## src/hdl/deq_pkg.sv

```systemverilog
// Shared constants, types and ring arithmetic for the double-ended queue.
`timescale 1ns / 1ps

package deq_pkg;

  localparam int DEPTH  = 32;
  localparam int AW     = $clog2(DEPTH);
  localparam int CW     = $clog2(DEPTH + 1);
  localparam int QDEPTH = 2;
  localparam int QAW    = $clog2(QDEPTH);

  localparam logic [2:0] CMD_PUSH_FRONT = 3'd0;
  localparam logic [2:0] CMD_PUSH_BACK  = 3'd1;
  localparam logic [2:0] CMD_POP_FRONT  = 3'd2;
  localparam logic [2:0] CMD_POP_BACK   = 3'd3;
  localparam logic [2:0] CMD_LIST       = 3'd4;

  localparam logic [1:0] ST_OK    = 2'd0;
  localparam logic [1:0] ST_EMPTY = 2'd1;
  localparam logic [1:0] ST_FULL  = 2'd2;

  typedef enum logic [2:0] {
    OP_PUSH_FRONT,
    OP_PUSH_BACK,
    OP_POP_FRONT,
    OP_POP_BACK,
    OP_LIST
  } op_t;

  typedef struct packed {
    op_t         op;
    logic [31:0] value;
  } req_t;

  // (pos + off) mod DEPTH, with pos and off both below DEPTH
  function automatic logic [AW-1:0] ring_add(input logic [AW-1:0] pos,
                                             input logic [AW-1:0] off);
    logic [AW:0] sum;
    sum = {1'b0, pos} + {1'b0, off};
    if (sum >= (AW + 1)'(DEPTH)) begin
      sum = sum - (AW + 1)'(DEPTH);
    end
    return sum[AW-1:0];
  endfunction

  function automatic logic [AW-1:0] ring_dec(input logic [AW-1:0] pos);
    logic [AW-1:0] res;
    if (pos == '0) begin
      res = AW'(DEPTH - 1);
    end else begin
      res = pos - AW'(1);
    end
    return res;
  endfunction

endpackage

```

## src/hdl/deq_ram.sv

```systemverilog
// Generic single-write, single-read RAM with registered read data.
`timescale 1ns / 1ps

module deq_ram #(
  parameter int WIDTH = 32,
  parameter int DEPTH = 32,
  localparam int AW = $clog2(DEPTH)
) (
  input  logic             clk,
  input  logic             we,
  input  logic [AW-1:0]    waddr,
  input  logic [WIDTH-1:0] wdata,
  input  logic             re,
  input  logic [AW-1:0]    raddr,
  output logic [WIDTH-1:0] rdata
);

  logic [WIDTH-1:0] mem [DEPTH];

  always_ff @(posedge clk) begin
    if (we) begin
      mem[waddr] <= wdata;
    end
    if (re) begin
      rdata <= mem[raddr];
    end
  end

endmodule

```

## src/hdl/deq_front.sv

```systemverilog
// Request intake: decodes commands, drops unused codes, buffers requests.
`timescale 1ns / 1ps

module deq_front import deq_pkg::*; (
  input  logic        clk,
  input  logic        rst_n,
  input  logic        start,
  input  logic [2:0]  in_command,
  input  logic [31:0] in_value,
  output logic        busy,
  output req_t        head,
  output logic        head_valid,
  input  logic        head_pop
);

  req_t             q_r [QDEPTH];
  logic [QAW-1:0]   wr_ptr_r, wr_ptr_nxt;
  logic [QAW-1:0]   rd_ptr_r, rd_ptr_nxt;
  logic [QAW:0]     cnt_r, cnt_nxt;
  logic             legal;
  logic             push;
  op_t              op;

  always_comb begin
    legal = 1'b1;
    op    = OP_LIST;
    unique case (in_command)
      CMD_PUSH_FRONT: op = OP_PUSH_FRONT;
      CMD_PUSH_BACK:  op = OP_PUSH_BACK;
      CMD_POP_FRONT:  op = OP_POP_FRONT;
      CMD_POP_BACK:   op = OP_POP_BACK;
      CMD_LIST:       op = OP_LIST;
      default:        legal = 1'b0;
    endcase
  end

  assign busy       = (cnt_r == (QAW + 1)'(QDEPTH));
  assign push       = start && !busy && legal;
  assign head_valid = (cnt_r != '0);
  assign head       = q_r[rd_ptr_r];

  always_comb begin
    wr_ptr_nxt = push ? QAW'(wr_ptr_r + QAW'(1)) : wr_ptr_r;
    rd_ptr_nxt = head_pop ? QAW'(rd_ptr_r + QAW'(1)) : rd_ptr_r;
    cnt_nxt    = cnt_r + (QAW + 1)'(push) - (QAW + 1)'(head_pop);
  end

  always_ff @(posedge clk) begin
    if (push) begin
      q_r[wr_ptr_r] <= '{op: op, value: in_value};
    end
  end

  always_ff @(posedge clk) begin
    if (!rst_n) begin
      wr_ptr_r <= '0;
      rd_ptr_r <= '0;
      cnt_r    <= '0;
    end else begin
      wr_ptr_r <= wr_ptr_nxt;
      rd_ptr_r <= rd_ptr_nxt;
      cnt_r    <= cnt_nxt;
    end
  end

endmodule

```

## src/hdl/deq_back.sv

```systemverilog
// Executor: applies requests to the ring in RAM and drives the result port.
`timescale 1ns / 1ps

module deq_back import deq_pkg::*; (
  input  logic          clk,
  input  logic          rst_n,
  input  req_t          head,
  input  logic          head_valid,
  output logic          head_pop,
  output logic          ram_we,
  output logic [AW-1:0] ram_waddr,
  output logic [31:0]   ram_wdata,
  output logic          ram_re,
  output logic [AW-1:0] ram_raddr,
  input  logic [31:0]   ram_rdata,
  output logic          out_strobe,
  output logic [1:0]    out_status,
  output logic [31:0]   out_data,
  output logic          out_last
);

  typedef enum logic [1:0] {
    S_IDLE,
    S_POP,
    S_LIST
  } state_t;

  state_t        state_r, state_nxt;
  logic [AW-1:0] front_r, front_nxt;
  logic [CW-1:0] count_r, count_nxt;
  logic [AW-1:0] idx_r, idx_nxt;
  logic          strobe_r, strobe_nxt;
  logic [1:0]    status_r, status_nxt;
  logic [31:0]   data_r, data_nxt;
  logic          last_r, last_nxt;
  logic          is_full;
  logic          is_empty;
  logic [AW-1:0] back_pos;
  logic [AW-1:0] idx_next;

  assign is_full  = (count_r == CW'(DEPTH));
  assign is_empty = (count_r == '0);
  assign back_pos = ring_add(front_r, AW'(count_r - CW'(1)));
  assign idx_next = idx_r + AW'(1);

  always_comb begin
    state_nxt  = state_r;
    front_nxt  = front_r;
    count_nxt  = count_r;
    idx_nxt    = idx_r;
    strobe_nxt = 1'b0;
    status_nxt = ST_OK;
    data_nxt   = '0;
    last_nxt   = 1'b1;
    head_pop   = 1'b0;
    ram_we     = 1'b0;
    ram_waddr  = front_r;
    ram_wdata  = head.value;
    ram_re     = 1'b0;
    ram_raddr  = front_r;

    unique case (state_r)
      S_IDLE: begin
        if (head_valid) begin
          head_pop = 1'b1;
          unique case (head.op)
            OP_PUSH_FRONT, OP_PUSH_BACK: begin
              strobe_nxt = 1'b1;
              if (is_full) begin
                status_nxt = ST_FULL;
              end else begin
                ram_we    = 1'b1;
                count_nxt = count_r + CW'(1);
                if (head.op == OP_PUSH_FRONT) begin
                  front_nxt = ring_dec(front_r);
                  ram_waddr = ring_dec(front_r);
                end else begin
                  ram_waddr = ring_add(front_r, AW'(count_r));
                end
              end
            end
            OP_POP_FRONT, OP_POP_BACK: begin
              if (is_empty) begin
                strobe_nxt = 1'b1;
                status_nxt = ST_EMPTY;
              end else begin
                ram_re    = 1'b1;
                count_nxt = count_r - CW'(1);
                state_nxt = S_POP;
                if (head.op == OP_POP_FRONT) begin
                  ram_raddr = front_r;
                  // front stays put when the last entry leaves
                  if (count_r != CW'(1)) begin
                    front_nxt = ring_add(front_r, AW'(1));
                  end
                end else begin
                  ram_raddr = back_pos;
                end
              end
            end
            OP_LIST: begin
              if (is_empty) begin
                strobe_nxt = 1'b1;
                status_nxt = ST_EMPTY;
              end else begin
                ram_re    = 1'b1;
                ram_raddr = front_r;
                idx_nxt   = '0;
                state_nxt = S_LIST;
              end
            end
            default: ;
          endcase
        end
      end
      S_POP: begin
        strobe_nxt = 1'b1;
        data_nxt   = ram_rdata;
        state_nxt  = S_IDLE;
      end
      S_LIST: begin
        // ram_rdata holds entry idx_r; fetch the next one behind it
        strobe_nxt = 1'b1;
        data_nxt   = ram_rdata;
        last_nxt   = (idx_r == AW'(count_r - CW'(1)));
        if (last_nxt) begin
          state_nxt = S_IDLE;
        end else begin
          ram_re    = 1'b1;
          ram_raddr = ring_add(front_r, idx_next);
          idx_nxt   = idx_next;
        end
      end
      default: state_nxt = S_IDLE;
    endcase
  end

  always_ff @(posedge clk) begin
    if (!rst_n) begin
      state_r  <= S_IDLE;
      front_r  <= '0;
      count_r  <= '0;
      idx_r    <= '0;
      strobe_r <= 1'b0;
    end else begin
      state_r  <= state_nxt;
      front_r  <= front_nxt;
      count_r  <= count_nxt;
      idx_r    <= idx_nxt;
      strobe_r <= strobe_nxt;
    end
    status_r <= status_nxt;
    data_r   <= data_nxt;
    last_r   <= last_nxt;
  end

  assign out_strobe = strobe_r;
  assign out_status = status_r;
  assign out_data   = data_r;
  assign out_last   = last_r;

endmodule

```

## src/hdl/double_ended_queue.sv

```systemverilog
// Top level of the double-ended queue of signed 32-bit values.
//
// Requests: start with in_command / in_value is taken when busy is low.
// Commands push at the front or back, pop from the front or back, or list
// the contents front to back. Unused command codes are taken and dropped.
// Results: out_status, out_data and out_last are valid for the single cycle
// in which out_strobe is high; the receiver cannot stall them.
// Every request with a used command code ends with a result that has
// out_last set; a dropped request gives no result.
// A two-entry request queue sits between the intake and the executor.
// Pops and listings go through the registered RAM read, and a listing gives one
// result per cycle; the executor takes no new request while a pop or listing
// is in progress. busy rises only when the request queue is full.
// Reset (rst_n low, synchronous) empties the deque and the request queue;
// RAM contents are left as they are and never read before written.
`timescale 1ns / 1ps

module double_ended_queue import deq_pkg::*; (
  input  logic               clk,
  input  logic               rst_n,
  input  logic               start,
  output logic               busy,
  input  logic [2:0]         in_command,
  input  logic signed [31:0] in_value,
  output logic               out_strobe,
  output logic [1:0]         out_status,
  output logic signed [31:0] out_data,
  output logic               out_last
);

  req_t          head;
  logic          head_valid;
  logic          head_pop;
  logic          ram_we;
  logic [AW-1:0] ram_waddr;
  logic [31:0]   ram_wdata;
  logic          ram_re;
  logic [AW-1:0] ram_raddr;
  logic [31:0]   ram_rdata;

  deq_front u_front (
    .clk        (clk),
    .rst_n      (rst_n),
    .start      (start),
    .in_command (in_command),
    .in_value   (in_value),
    .busy       (busy),
    .head       (head),
    .head_valid (head_valid),
    .head_pop   (head_pop)
  );

  deq_ram #(
    .WIDTH (32),
    .DEPTH (DEPTH)
  ) u_slots (
    .clk   (clk),
    .we    (ram_we),
    .waddr (ram_waddr),
    .wdata (ram_wdata),
    .re    (ram_re),
    .raddr (ram_raddr),
    .rdata (ram_rdata)
  );

  deq_back u_back (
    .clk        (clk),
    .rst_n      (rst_n),
    .head       (head),
    .head_valid (head_valid),
    .head_pop   (head_pop),
    .ram_we     (ram_we),
    .ram_waddr  (ram_waddr),
    .ram_wdata  (ram_wdata),
    .ram_re     (ram_re),
    .ram_raddr  (ram_raddr),
    .ram_rdata  (ram_rdata),
    .out_strobe (out_strobe),
    .out_status (out_status),
    .out_data   (out_data),
    .out_last   (out_last)
  );

endmodule

```

## config.mk

```make
export PLATFORM = sky130hd
export DESIGN_NAME = double_ended_queue
export DESIGN_NICKNAME = d
export VERILOG_FILES = /design/src/hdl/deq_pkg.sv /design/src/hdl/deq_ram.sv /design/src/hdl/deq_front.sv /design/src/hdl/deq_back.sv /design/src/hdl/double_ended_queue.sv
export SDC_FILE = /design/constraint.sdc
export NUM_CORES = 1
export LEC_CHECK = 0
export ABC_AREA = 1
export BUFFER_PORTS_ARGS = -buffer_cell sky130_fd_sc_hd__buf_2
export CORE_MARGIN = 1
export CORE_UTILIZATION = 40
export CTS_BUF_LIST = sky130_fd_sc_hd__clkbuf_8
export DETAILED_ROUTE_END_ITERATION = 10
export GPL_ROUTABILITY_DRIVEN = 0
export SETUP_SLACK_MARGIN = 0.2
export SLEW_MARGIN = 20
export SYNTH_ARGS = -nofsm -noshare
export SYNTH_HDL_FRONTEND = slang
export SYNTH_SLANG_ARGS = --single-unit
```

## constraint.sdc

```tcl
create_clock -name clk -period 10.2 [get_ports clk]
set_clock_uncertainty 0.15 [all_clocks]
set_input_delay 0.51 -clock clk [delete_from_list [all_inputs] [get_ports clk]]
set_output_delay 0.51 -clock clk [all_outputs]
set_load 0.03 [all_outputs]
```

==> reports/metrics.csv, run 1 <==
metric,value,unit
arrival,6.40,ns
cp.required,10.67,ns
overflow,0,
numPortBuffers,74,
ys.flop_type,edfxtp_1,
holdCritPathClass,primary input to register,
nets,4982,
drive_gt1_share,8.85,%
wirelength,150000,µm
synth-seq-cells,1185,
clock_path_buffers,3,
clock-root-buffer,clkbuf_8,
die-area,131000,µm²
ctsHtreeMaxLevel,4,
cts_buffers,194,
grt_max_degree,212,
netlist.area_leader.share,65.5,%
crit_type,register to register,
netlist_instances,4833,
rsz0062_at_grt,no,
fmax,168,MHz
grt_pass1_vias,34600,
seq_area_frac_synth,67.8,%
post_cts_buffers,0,
synth_fp_nets,4897,
cpPeakStageDelay,1.05,ns
reg2regPathDepth,21,
synth_area_leader_cell,edfxtp_1,
slew_headroom,18.6,%
dpl.hpwl,71800,µm
postRouteAntennaNets,0,
critPathSlowestCell,nand2_8,
tightest_slew,1.22,ns
worst_setup_path_start_kind,register,
min_path_cells,5,
grt_pass1_wl,221000,µm
maxSlewViolCount,0,
synth-async-reset-ratio,0,%
setup_viol,0,
outcome,completed,
core_area,128000,µm²
antenna_found_initial,3,
synthesis.area_per_instance,10.7,µm²
yosysMostFrequentCell,nand2_1,
grtUsageTotal,22.7,%
path_max_fanout,207,
initial_core_util,40.4,%
synth_area_leaders,"edfxtp_1 65%, nand3_1 11%, nand2_1 9.3%",
cts_sinks,1185,
syn_area,51600,µm²
synth_warnings,0,
first_pass_iters,6,
drtIter0Drc,4500,
cts_tree,done,
clkTransAtPathRegs,0.06,ns
wl_per_cell,22.3,µm
cp_cell_sequence,buf_4 -> inv_4 -> nand2_1 -> nand2_1 -> nand2_1 -> nor2_1 -> nand2_2 -> nand2_1 -> nand3_1 -> nand2_1 -> inv_2 -> nand3_4 -> nand2_8 -> buf_12 -> nand2_1 -> nand3_1 -> nand3_1 -> nand3_1 -> nand2_1 -> nand2_1 -> nand2_1,
ys_top_cells_by_count,"1284 x nand2_1, 1126 x edfxtp_1, 1116 x nand3_1, 611 x inv_1, 146 x buf_2",
via_per_inst,5.36,
final_hold_viol_count,0,
synth-edff-count,1126,
drc,0,
synthToLayoutAreaGrowth,10.9,%
cap_viol_max_count,0,
crit_top_cell,nand2_1,
yosysUniqueCellTypes,41,
rows,131,
die_w,361,µm
period_needed,5.94,ns
end_kind,register,
finalSetupTns,0,ns
dieHeight,361,µm
via_count,36100,
clk_latency,0.89,ns
io_pins,75,
fin_crit_sh,58.2,%
[flip-flops by register name, summed over array words and instances, names as in the netlist, 5 cells and up, named ones only]
name	count
u_slots.rdata	32
u_front.q_r	70
u_back.count_r	6
u_slots.mem	1024
u_back.out_data	32
u_back.front_r	5
u_back.idx_r	5
[cell usage in the layout (no fill, tap or decap), types with 6 or more instances in the layout]
| master | count |
|---|---|
| buf_4 | 65 |
| nor3_1 | 6 |
| xor2_1 | 15 |
| clkinv_1 | 33 |
| clkbuf_8 | 203 |
| nand3_1 | 1115 |
| nor2_1 | 31 |
| buf_12 | 6 |
| nand3b_1 | 128 |
| nand2_1 | 1272 |
| o21ai_0 | 27 |
| dlygate4sd3_1 | 36 |
| dfxtp_1 | 59 |
| clkinv_2 | 16 |
| ha_1 | 22 |
| inv_1 | 689 |
| buf_2 | 74 |
| nor2_4 | 36 |
| edfxtp_1 | 1126 |
| a21oi_1 | 27 |
| clkinvlp_4 | 8 |
| nand2_2 | 14 |
[worst max-delay path: cells and delay by family, from the launching register on]
family        cells  cell delay (ns)
buf+inv           4             1.28
flops             1             0.31
simple gates     17             3.48
[per-stage QoR]
stage | util, % | std cells | area [µm²] | hold slack [ns] | setup WS, ns
after global routing | 44.8 | 6728 | 57200 | 0.140 | 3.84
after CTS | 44.8 | 6727 | 57200 | 0.0376 | 4.39
after floorplan | - | 4833 | 51600 | 0.256 | 6.22
after global placement | 41.8 | 6348 | 53400 | 0.273 | 4.41
final | 44.8 | 6729 | 57200 | 0.140 | 4.26
after detailed placement | 41.8 | 6348 | 53400 | 0.282 | 4.45
[what timing repair did]
action                                 4_1_cts  5_1_grt
hold buffers                                36        0
resized for setup                            0        0
endpoints found under the hold margin       83        0
[per-layer routing]
metal  share of wire, %  vias to the layer above  global-route usage [%]
met3                8.9                      252                    4.03
li1                   -                    16500                       -
met1                 43                    17600                    31.9
met5                  0                        -                       0
met2                 45                     1743                    35.8
met4                2.5                        0                    7.14
[worst paths after layout]
| check | startpoint | endpoint | slack, ns |
|---|---|---|---|
| worst max-delay path | register | u_slots.rdata[11] | 4.26 |
| worst min-delay path | start | u_front.wr_ptr_r | 0.14 |
| worst min register to register | u_slots.rdata[2] | u_back.out_data[2] | 0.30 |
| worst max register to register | register | u_slots.rdata[11] | 4.26 |
[cell families (layout without fill, tap and decap cells)]
family,Yosys count,after routing,synth area share [%]
adder cells (fa/ha/maj),26,26,0.674
flip-flops,1185,1185,67.8
AO/OA/AOI/OAI,78,78,0.865
XOR/XNOR,17,17,0.288
AND/OR/NAND/NOR,2618,2618,22.8
other,0,2,0
buffers and inverters,909,1141,7.58
[cell type report]
class                      count  area, µm²
clock buffer                 203       2790
fill                       11800      70600
tap                         1662       2080
sequential                  1185      35000
multi-input combinational   2739      13100
inverter                     617       2320
timing repair buffer         181       1340
clock inverter               140        628
antenna                        2       5.00
Power of run 1 is left out: the tool's default activity adds up to more than one toggle a clock period on the data nets, which glitch-free logic cannot reach.
==> run 2: changes to the inputs <==
clock period = 5.9 ns   (was 10.2 ns; I/O delays follow)
==> run 2 against run 1 <==
  * Non-clock buffer count is 57 higher
  * Final area rose by 1.6%
  * Critical path type unchanged
  * Routed wire length up 0.51%
  * Sequential share of layout area shrank 0.96 points
  * Flip-flop and latch count is the same
  * Maximum frequency increased by 29%
  * Highest routed layer is now met5
  * Cell count up 0.82%
  * Die area did not move
  * Register-to-register slack got worse by 3.0 ns
  * Global-route usage rose by 0.14 points
  * Setup slack worse by 3.0 ns
  * Core utilization up 0.72 points
==> reports/metrics.csv, run 2 (same netlist as run 1, synthesis figures left out) <==
metric,value,unit,change
n_fill_cell,11800,,+0.59%
cts_buffers,191,,-1.5%
period_needed,4.60,ns,-1.33 ns
final_hold_viol_count,0,,unchanged
grt_max_degree,179,,-16%
via_per_inst,5.34,,-0.37%
drive_gt1_share,9.10,%,+0.26 points
crit_type,register to register,,
cts_resized,0,,unchanged
critPathTopFamily,simple AND/OR/NAND/NOR gates,,
met1_usage,31.4,%,-0.50 points
maxSlewViolCount,0,,unchanged
initial_core_util,40.4,%,unchanged
synthToLayoutAreaGrowth,12.6,%,
cp.buffers_inverters,4,,unchanged
die-area,131000,µm²,unchanged
slew_headroom,25.8,%,+7.2 points
clk_latency,0.93,ns,+0.04 ns
layout_common_cells,"1272 x nand2_1, 1126 x edfxtp_1, 1115 x nand3_1",,
r2r_start,u_back.count_r[1],,
hold_end,u_front.q_r[1][32],,
worst_setup_path_start_kind,register,,
outcome,completed,,
hold_buffers,71,,+97%
grt_util_met3,5.09,%,+1.1 points
multi_input_area,13100,µm²,unchanged
clkTransAtPathRegs,0.06,ns,about the same
reg2reg_to,u_slots.rdata[16],,
end_kind,register,,
tightest_slew,1.11,ns,-0.108 ns
antenna_found_initial,5,,+2
stdcell_count,6784,,+0.82%
grt_pass1_wl,222000,µm,+0.31%
cpPeakStageDelay,0.61,ns,-0.44 ns
wirelength,151000,µm,+0.51%
via_count,36200,,+0.44%
wl_per_cell,22.2,µm,-0.31%
io_pins,75,,unchanged
numPortBuffers,74,,unchanged
die_w,361,µm,unchanged
cp_cell_sequence,inv_1 -> ha_1 -> inv_1 -> nand2_1 -> nand2_1 -> nand2_1 -> nor2_1 -> nand3_2 -> nor2_4 -> nand3_1 -> nand3_4 -> buf_12 -> buf_4 -> nand3b_1 -> nand3_1 -> nand3_1 -> nand3_1 -> nand2_1 -> nand2_1 -> nand2_1,,
holdCritPathClass,primary input to register,,
fin_util,45.5,%,+0.72 points
pre_cts_slack,1.42,ns,-3.03 ns
grt_busiest_layer,met2,,
dieHeight,361,µm,unchanged
grt_pass1_vias,35000,,+1.1%
final_common_cell,nand2_1,,
dpl.hpwl,76600,µm,+6.7%
fin_crit_sh,78.0,%,+20 points
cap_viol_max_count,0,,unchanged
reg.largest.list,"u_slots.mem x1024, u_front.q_r x70",,
overflow,0,,unchanged
drtIter0Drc,4142,,-8.0%
nets,5036,,+1.1%
setup_slack,1.30,ns,-2.97 ns
cts_sinks,1185,,unchanged
drc,0,,unchanged
post_cts_buffers,0,,unchanged
largest_register_ffs,1024,,unchanged
cp.required,6.38,ns,-4.29 ns
core_area,128000,µm²,unchanged
reg2regPathDepth,20,,-4.8%
placedCellCount,6370,,+0.35%
first_pass_iters,5,,-1
postRouteAntennaNets,0,,unchanged
r2r_setup_slack,1.30,ns,-2.97 ns
worstHoldStart,in_command[2],,
crit_top_cell,nand2_1,,
grtUsageTotal,22.9,%,+0.14 points
ctsHtreeMaxLevel,4,,unchanged
critPathSlowestCell,buf_4,,
finalSetupTns,0,ns,unchanged
rows,131,,unchanged
setup_viol,0,,unchanged
path_max_fanout,162,,-22%
clock-root-buffer,clkbuf_8,,
arrival,5.08,ns,-1.32 ns
top_register,u_slots.mem,,
fmax,217,MHz,+29%
register_area,35000,µm²,unchanged
rsz0062_at_grt,no,,
min_path_cells,3,,-2
cts_tree,done,,
clock_path_buffers,3,,unchanged
grtUsageMet2,35.2,%,-0.59 points
[run 2: changes by cell type in the layout (fill, tap and decap cells not counted)]
cell	before	now
clkinv_8	0	1
inv_8	3	6
clkbuf_8	203	206
inv_12	0	1
buf_12	6	30
clkinv_1	33	42
dlygate4sd3_1	36	71
inv_6	2	4
clkinvlp_4	8	2
clkinv_2	16	5
clkinv_4	0	1
bufinv_16	1	3
inv_1	689	682
buf_4	65	63
[run 2: routing by layer]
layer  vias to the layer above  share of wire [%]  wire [µm]
met5                         -             0.0080         12
met4                         2                3.2       4900
met3                       313                9.8      14800
met2                      1762                 45      67700
met1                     17600                 42      63400
li1                      16600                  -          -
[run 2: cell type report]
cell class | instances | area share, %
sequential | 1185 | 60.2
multi-input combinational | 2739 | 22.5
clock buffer | 206 | 4.87
inverter | 617 | 4.00
timing repair buffer | 238 | 3.70
tap | 1662 | 3.58
clock inverter | 135 | 1.18
antenna | 2 | 0.00860
[run 2: worst max path at each step]
| stage | start | end | slack (ns) | depth (start not counted) |
|---|---|---|---|---|
| 3_5_place_dp | u_back.count_r[1] | u_slots.rdata[25] | 1.42 | 19 |
| 5_1_grt | u_back.count_r[1] | u_slots.rdata[18] | 1.00 | 20 |
| 4_1_cts | u_back.count_r[1] | u_slots.rdata[6] | 1.38 | 21 |
| 2_1_floorplan | u_back.state_r[0] | u_slots.rdata[0] | 1.92 | 7 |
| 6_report | u_back.count_r[1] | u_slots.rdata[16] | 1.30 | 20 |
| 3_3_place_gp | u_back.count_r[1] | u_slots.rdata[25] | 1.40 | 19 |
[run 2: worst min-delay path, delay by kind of cell]
kind	cells	cell delay, ns
buf+inv	2	0.66
simple gates	1	0.06
[run 2: metrics by stage]
step                instance area (µm²)  hold WS [ns]
finish                            58200         0.129
global route                      58200         0.127
CTS                               58100        0.0272
detailed placement                53900         0.271
global placement                  53900         0.278
floorplan                         51600         0.244
Power of run 2 is left out for the same reason.
